==> config.mk <==
export PLATFORM = sky130hd
export DESIGN_NAME = open_file_refcount_table
export DESIGN_NICKNAME = d
export VERILOG_FILES = /design/src/ofrt_pkg.sv /design/src/ofrt_cell.sv /design/src/ofrt_ctrl.sv /design/src/open_file_refcount_table.sv
export SDC_FILE = /design/constraint.sdc
export NUM_CORES = 1
export LEC_CHECK = 0
export ABC_AREA = 1
export BUFFER_PORTS_ARGS = -buffer_cell sky130_fd_sc_hd__buf_2
export CAP_MARGIN = 10
export CORE_ASPECT_RATIO = 0.75
export CORE_MARGIN = 4
export CORE_UTILIZATION = 62
export CTS_CLUSTER_DIAMETER = 60
export DETAILED_ROUTE_END_ITERATION = 10
export PLACE_DENSITY = 0.86
export SLEW_MARGIN = 40
export SYNTH_ARGS = -nofsm -noshare
export SYNTH_HDL_FRONTEND = slang
export SYNTH_SLANG_ARGS = --single-unit
==> constraint.sdc <==
create_clock -name clk -period 5.3 [get_ports clk]
set_input_delay 1.06 -clock clk [delete_from_list [all_inputs] [get_ports clk]]
set_output_delay 1.06 -clock clk [all_outputs]
set_load 0.01 [all_outputs]
==> src/ofrt_pkg.sv <==
// shared types and constants of the open-file reference-count table
// slot entry layout, write command, status codes and field widths
// no dependencies
`default_nettype none

package ofrt_pkg;

  localparam int SLOT_COUNT = 16;
  localparam int COUNT_BITS = 8;
  localparam int SLOT_W = $clog2(SLOT_COUNT);

  // fixed field widths of the stream payload
  localparam int FILE_W = 7;
  localparam int IDX_W = 4;
  localparam int STAT_W = 3;
  localparam int OUT_CNT_W = 8;
  localparam int IN_TDATA_W = 16;
  localparam int OUT_TDATA_W = 24;

  localparam logic [COUNT_BITS-1:0] COUNT_MAX = {COUNT_BITS{1'b1}};

  localparam logic KIND_OPEN = 1'b0;
  localparam logic KIND_RELEASE = 1'b1;

  typedef enum logic [STAT_W-1:0] {
    ST_JOINED      = 3'd0,
    ST_NEW         = 3'd1,
    ST_FULL        = 3'd2,
    ST_OVERFLOW    = 3'd3,
    ST_BAD_RELEASE = 3'd4
  } status_t;

  typedef struct packed {
    logic                  used;
    logic [FILE_W-1:0]     file;
    logic [COUNT_BITS-1:0] rd;
    logic [COUNT_BITS-1:0] wr;
  } slot_ent_t;

  typedef struct packed {
    logic              en;
    logic [SLOT_W-1:0] idx;
    slot_ent_t         ent;
  } slot_wr_t;

endpackage

`default_nettype wire

==> src/ofrt_cell.sv <==
// one slot cell of the rotating slot ring
// uses ofrt_pkg for the slot entry type
`default_nettype none

module ofrt_cell (
  input  wire                 clk,
  input  wire                 rst_n,
  input  wire                 shift_en,
  input  ofrt_pkg::slot_ent_t from_next,
  input  wire                 wr_sel,
  input  ofrt_pkg::slot_ent_t wr_ent,
  output ofrt_pkg::slot_ent_t ent
);
  import ofrt_pkg::*;

  slot_ent_t ent_r;

  always_ff @(posedge clk) begin
    if (!rst_n) begin
      ent_r <= '0;
    end else if (shift_en) begin
      ent_r <= from_next;
    end else if (wr_sel) begin
      ent_r <= wr_ent;
    end
  end

  assign ent = ent_r;

endmodule

`default_nettype wire

==> src/ofrt_ctrl.sv <==
// scan and update controller of the slot table
// watches the ring head during a full rotation, then decides and writes back
// uses ofrt_pkg
`default_nettype none

module ofrt_ctrl (
  input  wire                                 clk,
  input  wire                                 rst_n,
  input  wire                                 in_valid,
  output logic                                in_ready,
  input  wire                                 in_kind,
  input  wire  [ofrt_pkg::FILE_W-1:0]         in_file,
  input  wire                                 in_wen,
  input  wire  [ofrt_pkg::IDX_W-1:0]          in_sidx,
  input  ofrt_pkg::slot_ent_t                 head,
  output logic                                shift_en,
  output ofrt_pkg::slot_wr_t                  wr,
  output logic                                out_valid,
  input  wire                                 out_ready,
  output logic [ofrt_pkg::IDX_W-1:0]          out_slot,
  output logic [ofrt_pkg::STAT_W-1:0]         out_status,
  output logic [ofrt_pkg::OUT_CNT_W-1:0]      out_rd,
  output logic [ofrt_pkg::OUT_CNT_W-1:0]      out_wr,
  output logic                                out_freed
);
  import ofrt_pkg::*;

  typedef enum logic [1:0] {S_IDLE, S_SCAN, S_DECIDE} state_t;

  state_t                state_r;
  logic [SLOT_W-1:0]     cnt_r;
  logic                  kind_r;
  logic [FILE_W-1:0]     file_r;
  logic                  wen_r;
  logic [IDX_W-1:0]      sidx_r;
  logic                  hit_r;
  logic                  have_free_r;
  logic [SLOT_W-1:0]     hit_idx_r;
  logic [SLOT_W-1:0]     free_idx_r;
  logic                  tgt_used_r;
  logic [FILE_W-1:0]     tgt_file_r;
  logic [COUNT_BITS-1:0] tgt_rd_r;
  logic [COUNT_BITS-1:0] tgt_wr_r;

  logic                  out_valid_r;
  logic [IDX_W-1:0]      out_slot_r;
  logic [STAT_W-1:0]     out_status_r;
  logic [OUT_CNT_W-1:0]  out_rd_r;
  logic [OUT_CNT_W-1:0]  out_wr_r;
  logic                  out_freed_r;

  logic                  out_free;
  logic                  sidx_ok;
  logic [COUNT_BITS-1:0] rd_inc, wr_inc, rd_dec, wr_dec;
  slot_wr_t              wr_nxt;
  logic [IDX_W-1:0]      res_slot;
  status_t               res_status;
  logic [COUNT_BITS-1:0] res_rd, res_wr;
  logic                  res_freed;

  assign out_free = !out_valid_r || out_ready;
  assign sidx_ok  = int'(sidx_r) < SLOT_COUNT;
  assign rd_inc   = tgt_rd_r + COUNT_BITS'(1);
  assign wr_inc   = tgt_wr_r + COUNT_BITS'(wen_r);
  assign rd_dec   = tgt_rd_r - COUNT_BITS'(1);
  assign wr_dec   = tgt_wr_r - COUNT_BITS'(wen_r);

  always_comb begin
    wr_nxt     = '0;
    res_slot   = '0;
    res_status = ST_JOINED;
    res_rd     = '0;
    res_wr     = '0;
    res_freed  = 1'b0;
    if (kind_r == KIND_OPEN) begin
      if (hit_r) begin
        res_slot = IDX_W'(hit_idx_r);
        if (tgt_rd_r == COUNT_MAX || (wen_r && tgt_wr_r == COUNT_MAX)) begin
          res_status = ST_OVERFLOW;
          res_rd     = tgt_rd_r;
          res_wr     = tgt_wr_r;
        end else begin
          res_status   = ST_JOINED;
          res_rd       = rd_inc;
          res_wr       = wr_inc;
          wr_nxt.en    = 1'b1;
          wr_nxt.idx   = hit_idx_r;
          wr_nxt.ent   = '{used: 1'b1, file: file_r, rd: rd_inc, wr: wr_inc};
        end
      end else if (!have_free_r) begin
        res_status = ST_FULL;
      end else begin
        res_slot   = IDX_W'(free_idx_r);
        res_status = ST_NEW;
        res_rd     = COUNT_BITS'(1);
        res_wr     = COUNT_BITS'(wen_r);
        wr_nxt.en  = 1'b1;
        wr_nxt.idx = free_idx_r;
        wr_nxt.ent = '{used: 1'b1, file: file_r, rd: COUNT_BITS'(1),
                       wr: COUNT_BITS'(wen_r)};
      end
    end else begin
      res_slot = sidx_r;
      if (!sidx_ok) begin
        res_status = ST_BAD_RELEASE;
      end else if (!tgt_used_r || (wen_r && tgt_wr_r == '0) || tgt_rd_r == '0) begin
        res_status = ST_BAD_RELEASE;
        res_rd     = tgt_rd_r;
        res_wr     = tgt_wr_r;
      end else begin
        res_status = ST_JOINED;
        wr_nxt.en  = 1'b1;
        wr_nxt.idx = SLOT_W'(sidx_r);
        if (rd_dec == '0) begin
          res_freed  = 1'b1;
          wr_nxt.ent = '0;
        end else begin
          // slot keeps its own file number
          res_rd     = rd_dec;
          res_wr     = wr_dec;
          wr_nxt.ent = '{used: 1'b1, file: tgt_file_r, rd: rd_dec, wr: wr_dec};
        end
      end
    end
  end

  always_ff @(posedge clk) begin
    if (!rst_n) begin
      state_r     <= S_IDLE;
      cnt_r       <= '0;
      out_valid_r <= 1'b0;
    end else begin
      if (out_valid_r && out_ready && state_r != S_DECIDE) begin
        out_valid_r <= 1'b0;
      end
      case (state_r)
        S_IDLE: begin
          if (in_valid) begin
            kind_r      <= in_kind;
            file_r      <= in_file;
            wen_r       <= in_wen;
            sidx_r      <= in_sidx;
            hit_r       <= 1'b0;
            have_free_r <= 1'b0;
            hit_idx_r   <= '0;
            free_idx_r  <= '0;
            tgt_used_r  <= 1'b0;
            tgt_file_r  <= '0;
            tgt_rd_r    <= '0;
            tgt_wr_r    <= '0;
            cnt_r       <= '0;
            state_r     <= S_SCAN;
          end
        end
        S_SCAN: begin
          if (kind_r == KIND_OPEN) begin
            if (!hit_r && head.used && head.file == file_r) begin
              hit_r      <= 1'b1;
              hit_idx_r  <= cnt_r;
              tgt_used_r <= 1'b1;
              tgt_file_r <= head.file;
              tgt_rd_r   <= head.rd;
              tgt_wr_r   <= head.wr;
            end else if (!hit_r && !head.used) begin
              have_free_r <= 1'b1;
              free_idx_r  <= cnt_r;
            end
          end else if (int'(cnt_r) == int'(sidx_r)) begin
            tgt_used_r <= head.used;
            tgt_file_r <= head.file;
            tgt_rd_r   <= head.rd;
            tgt_wr_r   <= head.wr;
          end
          cnt_r <= cnt_r + SLOT_W'(1);
          if (cnt_r == SLOT_W'(SLOT_COUNT - 1)) begin
            state_r <= S_DECIDE;
          end
        end
        S_DECIDE: begin
          // a waiting result leaves only when it is taken
          if (out_free) begin
            out_valid_r  <= 1'b1;
            out_slot_r   <= res_slot;
            out_status_r <= res_status;
            out_rd_r     <= OUT_CNT_W'(res_rd);
            out_wr_r     <= OUT_CNT_W'(res_wr);
            out_freed_r  <= res_freed;
            state_r      <= S_IDLE;
          end
        end
        default: begin
          state_r <= S_IDLE;
        end
      endcase
    end
  end

  assign in_ready   = state_r == S_IDLE;
  assign shift_en   = state_r == S_SCAN;
  assign wr.en      = wr_nxt.en && state_r == S_DECIDE && out_free;
  assign wr.idx     = wr_nxt.idx;
  assign wr.ent     = wr_nxt.ent;
  assign out_valid  = out_valid_r;
  assign out_slot   = out_slot_r;
  assign out_status = out_status_r;
  assign out_rd     = out_rd_r;
  assign out_wr     = out_wr_r;
  assign out_freed  = out_freed_r;

endmodule

`default_nettype wire

==> src/open_file_refcount_table.sv <==
// top level of the open-file reference-count table
// a ring of ofrt_cell slots scanned by ofrt_ctrl; uses ofrt_pkg
`default_nettype none

// Table of SLOT_COUNT open-file slots, each holding a file number, a reader
// count and a writer count. An open transaction (tuser 0) joins the slot that
// already holds the file, or else claims the highest-numbered free slot, and
// adds a reader plus a writer when write_enable is set. A release transaction
// (tuser 1) names a slot and takes a reader (and a writer) off it; the slot is
// freed when its readers reach zero. A full table, a count overflow and a bad
// release return an error status and leave the table alone. Every input
// transaction yields exactly one result transaction. The slots sit in a ring
// of cells that rotates one position a cycle past a single compare point
// while scanning: an item is accepted, scanned over a full rotation, then
// decided and written back when the output is free. One item is worked on
// at a time; the result sits in an output register, so the next item is
// taken while the previous result waits. File numbers are not range checked.
module open_file_refcount_table (
  input  wire                                 clk,
  input  wire                                 rst_n,
  // input stream
  input  wire                                 in_tvalid,
  output logic                                in_tready,
  // [6:0] file_number, [7] write_enable, [11:8] slot_index, [15:12] zero
  input  wire  [ofrt_pkg::IN_TDATA_W-1:0]     in_tdata,
  // [0] kind: 0 open, 1 release
  input  wire                                 in_tuser,
  // result stream
  output logic                                out_tvalid,
  input  wire                                 out_tready,
  // [3:0] slot, [6:4] status, [14:7] readers, [22:15] writers, [23] slot_freed
  output logic [ofrt_pkg::OUT_TDATA_W-1:0]    out_tdata
);
  import ofrt_pkg::*;

  slot_ent_t             ent [SLOT_COUNT];
  logic                  shift_en;
  slot_wr_t              wr;
  logic [IDX_W-1:0]      res_slot;
  logic [STAT_W-1:0]     res_status;
  logic [OUT_CNT_W-1:0]  res_rd, res_wr;
  logic                  res_freed;

  // cell j takes from cell j+1, so the head (cell 0) walks through slot 0..N-1
  for (genvar j = 0; j < SLOT_COUNT; j++) begin : g_cell
    ofrt_cell u_cell (
      .clk       (clk),
      .rst_n     (rst_n),
      .shift_en  (shift_en),
      .from_next (ent[(j + 1) % SLOT_COUNT]),
      .wr_sel    (wr.en && wr.idx == SLOT_W'(j)),
      .wr_ent    (wr.ent),
      .ent       (ent[j])
    );
  end

  ofrt_ctrl u_ctrl (
    .clk        (clk),
    .rst_n      (rst_n),
    .in_valid   (in_tvalid),
    .in_ready   (in_tready),
    .in_kind    (in_tuser),
    .in_file    (in_tdata[FILE_W-1:0]),
    .in_wen     (in_tdata[FILE_W]),
    .in_sidx    (in_tdata[FILE_W+1 +: IDX_W]),
    .head       (ent[0]),
    .shift_en   (shift_en),
    .wr         (wr),
    .out_valid  (out_tvalid),
    .out_ready  (out_tready),
    .out_slot   (res_slot),
    .out_status (res_status),
    .out_rd     (res_rd),
    .out_wr     (res_wr),
    .out_freed  (res_freed)
  );

  // result packing, lowest field first
  assign out_tdata = {res_freed, res_wr, res_rd, res_status, res_slot};

endmodule

`default_nettype wire

==> reports/qor.log <==
[grt] via count of the first global-routing pass 18368
[die] IO Count 47
[synthesis] synthesized flop and latch total 462
[routing] number of violations reported at the end of detailed-routing iteration 0 1781
[timing] final slew viol count 0
[synthesis] fraction of synthesis flops using an asynchronous set or reset pin 0
[clock_network] post-CTS setup-driven buffer insertion count 0
[grt] initial antenna violation count 0
[cells_and_area] nets 3059
[timing] slew margin rel. 0.4202
[grt] first-pass GRT wire length 88950 um
[clock_network] Clk Tree Root Cell sky130_fd_sc_hd__clkbuf_16
[pwr] reported leakage power 0.01043 uW
[clock_network] clk sink count 462
[routing] Routed WL 54680 um
[die] floorplan die width 230.9 um
[die] die height 175.1 um
[synthesis] library cell occupying the most area in the post-synthesis netlist sky130_fd_sc_hd__dfxtp_1
[cells_and_area] Util after Layout 0.6705
[cells_and_area] layout overhead on the synthesized area 5.499%
[clock_network] clock insertion delay at the later pin of the skew report 0.56 ns
[cells_and_area] antenna cells 0
[clock_network] buffer depth of the longest clock path 3
[pwr] internal power summed over all cells 6150 uW
[place] GPL Wtd Cong 0.8825
[pwr] switching power total 2667 uW
[synthesis] number of unique standard cell types used by synthesis 47
[synthesis] Synth Area per Inst 7.392 um2
[timing] RSZ-0062 raised after global routing no
[timing] transition time of the tightest slew-check pin 0.8697 ns
[pwr] switch share 0.3025
[synthesis] number of warnings issued by yosys 0
[synthesis] leading register cell type out of synthesis sky130_fd_sc_hd__dfxtp_1
[synthesis] list of most frequent post-synthesis cells 934 x sky130_fd_sc_hd__nand2_1, 843 x sky130_fd_sc_hd__nor2_1, 391 x sky130_fd_sc_hd__dfxtp_1
[synthesis] fraction of post-synthesis cell area in the top cell type by area 0.3389
[grt] GRT Overall Usage 0.2620
[clock_network] Inserted Clock Buffers 45
[setup_path] Crit path largest cell delay 0.65 ns
[timing] final number of hold-violating endpoints 0
[synthesis] count of flip-flops with a built-in enable after synthesis 71
[setup_path] list of cells traversed by the critical path clkinv_1 -> nand2_1 -> a21oi_2 -> inv_1 -> nand2_1 -> nor2_2 -> nand3_1 -> nand2_2 -> buf_4 -> nand2_1 -> nand2_1 -> nor2_1
[outcome] status complete, no violations
[cells_and_area] post-route insts no fill 3558
[timing] total setup violations reported at the end of the flow 0
[timing] share of the cycle needed by the critical path after routing 0.6798
[clock_network] CTS tree yes
[clock_network] Clk pin slew, worst setup/hold paths 0.06 ns
[routing] vias post-DR 19466
[routing] routed wirelength normalized by instance count 15.37 um
[pwr] Reg power frac 0.464
[pwr] share of total power in combinational logic 0.196
[flow_run] number of violations of the max-capacitance limit 0
[place] number of buffers inserted by port buffering 42
[setup_path] slowest library cell on the worst path sky130_fd_sc_hd__edfxtp_1
[grt] residual overflow from global routing 0
[setup_path] arrival time of data at the critical path endpoint 4.05 ns
[routing] DRT antenna net count 0
[synthesis] Syn Nets 3154
[synthesis] biggest area contributors in the synthesized netlist sky130_fd_sc_hd__dfxtp_1 34%, sky130_fd_sc_hd__nand2_1 15%, sky130_fd_sc_hd__nor2_1 14%
[place] Final HPWL DP 33230 um
[synthesis] library cell with the highest instance count after synthesis sky130_fd_sc_hd__nand2_1
[timing] Peak Freq 277.5 MHz
[synthesis] post-synth design cell area 23090 um2
[timing] final total negative setup slack 0 ns
[pwr] overall power after layout 8817 uW
[pwr] Worst IR Drop VDD 0.0003536 V
[synthesis] Seq/Total Area, Yosys 0.4313
[die] core area 36330 um2
[cells_and_area] share of cells above drive strength 1 0.06793
[die] die area 40430 um2
[place] post-placement setup slack 1.813 ns
[pwr] relative contribution of the clock network to total power 0.340
[setup_path] element type at the critical path end flip-flop
[min_path] Worst Hold Class flip-flop to flip-flop
[clock_network] post-CTS sizing 0
[clock_network] CTS Hold Bufs 0
[routing] First-pass DRT Iterations 5
[timing] worst setup skew after layout 0.02337 ns
[setup_path] element type at the critical path start flip-flop
[pwr] pwr/cell area 361.9 nW/um2
[setup_path] most numerous cell on the critical path sky130_fd_sc_hd__nand2_1
[synthesis] Syn Inst Count 3124
[die] starting density of the core 0.6356
[routing] DRC violation count after routing 0
[place] placed instance count 3476
[setup_path] Critical Path RT 5.74 ns
[clock_network] number of H-tree levels 2
[routing] Via density 5.471
[timing] final critical delay including setup and external delays 3.603 ns
[die] Core Rows 60
[setup_path] Max Fanout on Critical Path 25
[grt] pin count of the biggest net entering global routing 145
[timing] worst setup slack after layout 1.697 ns
[setup_path] kind of critical path flip-flop to flip-flop
==> power by group through the flow <==
stage               sequential (uW)  combinational, uW  clock (uW)
floorplan                      4110               1430           0
global placement               4140               1620           0
detailed placement             4160               1690           0
CTS                            4090               1710        3020
global route                   4130               1940        3190
finish                         4090               1730        3000
==> cell usage in the layout, fill, tap and decap left out, types with 5 or more instances in the layout <==
master                      count
sky130_fd_sc_hd__dfxtp_1      391
sky130_fd_sc_hd__clkbuf_16     46
sky130_fd_sc_hd__inv_2          9
sky130_fd_sc_hd__nor2_2        13
sky130_fd_sc_hd__a21boi_0      26
sky130_fd_sc_hd__a21oi_1       61
sky130_fd_sc_hd__nand2_2       20
sky130_fd_sc_hd__nor2_1       843
sky130_fd_sc_hd__o21bai_1      13
sky130_fd_sc_hd__o21ai_0       18
sky130_fd_sc_hd__ha_1           9
sky130_fd_sc_hd__nand2_1      919
sky130_fd_sc_hd__edfxtp_1      71
sky130_fd_sc_hd__nand4_1        5
sky130_fd_sc_hd__xor2_1        19
sky130_fd_sc_hd__inv_1         94
sky130_fd_sc_hd__clkbuf_1      15
sky130_fd_sc_hd__clkinv_2      12
sky130_fd_sc_hd__mux2i_1      285
sky130_fd_sc_hd__nand2_4       10
sky130_fd_sc_hd__nand3_2        7
sky130_fd_sc_hd__buf_4         19
sky130_fd_sc_hd__nand3_1       65
sky130_fd_sc_hd__buf_2         41
==> sequential cells by signal (all words and copies together) (netlist names), 2 cells and up <==
register,flops
g_cell.u_cell.ent,384
u_ctrl.out_slot,4
u_ctrl.out_rd,8
u_ctrl.out_status,3
u_ctrl.sidx_r,4
u_ctrl.file_r,7
u_ctrl.cnt_r,4
u_ctrl.out_wr,8
u_ctrl.tgt_rd_r,8
u_ctrl.state_r,2
u_ctrl.tgt_wr_r,8
u_ctrl.free_idx_r,4
u_ctrl.hit_idx_r,4
u_ctrl.tgt_file_r,7
==> per-layer routing <==
metal | share of wire | vias up | GRT usage
met4 | 0.027 | 0 | 0.08490
met1 | 0.43 | 9136 | 0.3426
met3 | 0.077 | 116 | 0.05166
met2 | 0.47 | 632 | 0.4387
met5 | 0 | - | 0
li1 | - | 9582 | -
==> layout make-up <==
class                   instances  area [um2]
clock buffers                  64        1249
clock inverters                16       85.08
fillers                      2869       11970
inverters                     105       399.1
multi-input cells            2347       11540
flip-flops and latches        462        9960
well taps                     496       620.6
repair buffers                 68       508.0
==> final timing paths <==
kind	end	slack, ns	depth (start not counted)	start
setup / recovery	g_cell[6].u_cell.ent[17]$_SDFFE_PN0P_	1.70	12	u_ctrl.kind_r$_DFFE_PP_
hold / removal	g_cell[4].u_cell.ent[0]$_SDFFE_PN0P_	0.48	2	g_cell[4].u_cell.ent[0]$_SDFFE_PN0P_
setup reg to reg	g_cell[6].u_cell.ent[17]$_SDFFE_PN0P_	1.70	12	u_ctrl.kind_r$_DFFE_PP_
hold reg to reg	g_cell[4].u_cell.ent[0]$_SDFFE_PN0P_	0.48	2	g_cell[4].u_cell.ent[0]$_SDFFE_PN0P_
==> stage by stage <==
step,hold slack (ns),area [um2]
CTS,0.4844,24280
global placement,0.4607,22870
finish,0.4831,24360
detailed placement,0.4709,22940
floorplan,0.4537,23090
global route,0.4996,24360
==> critical path: cells and delay by family (launching register included) <==
kind,cells,cell delay [ns]
AND/OR/NAND/NOR,8,1.60
flip-flops,1,0.65
AO/OA/AOI/OAI,1,0.06
buffers and inverters,3,1.15
==> logic make-up after synthesis <==
group / count (synthesis) / share of synthesized area
AND/OR/NAND/NOR: 1895 / 0.3206
flip-flops: 462 / 0.4313
buffers and inverters: 315 / 0.07417
multiplexers: 285 / 0.1235
AO/OA/AOI/OAI: 137 / 0.03755
XOR/XNOR: 21 / 0.007965
adder cells (fa/ha/maj): 9 / 0.004876
Power figures use the tool's default switching activity.
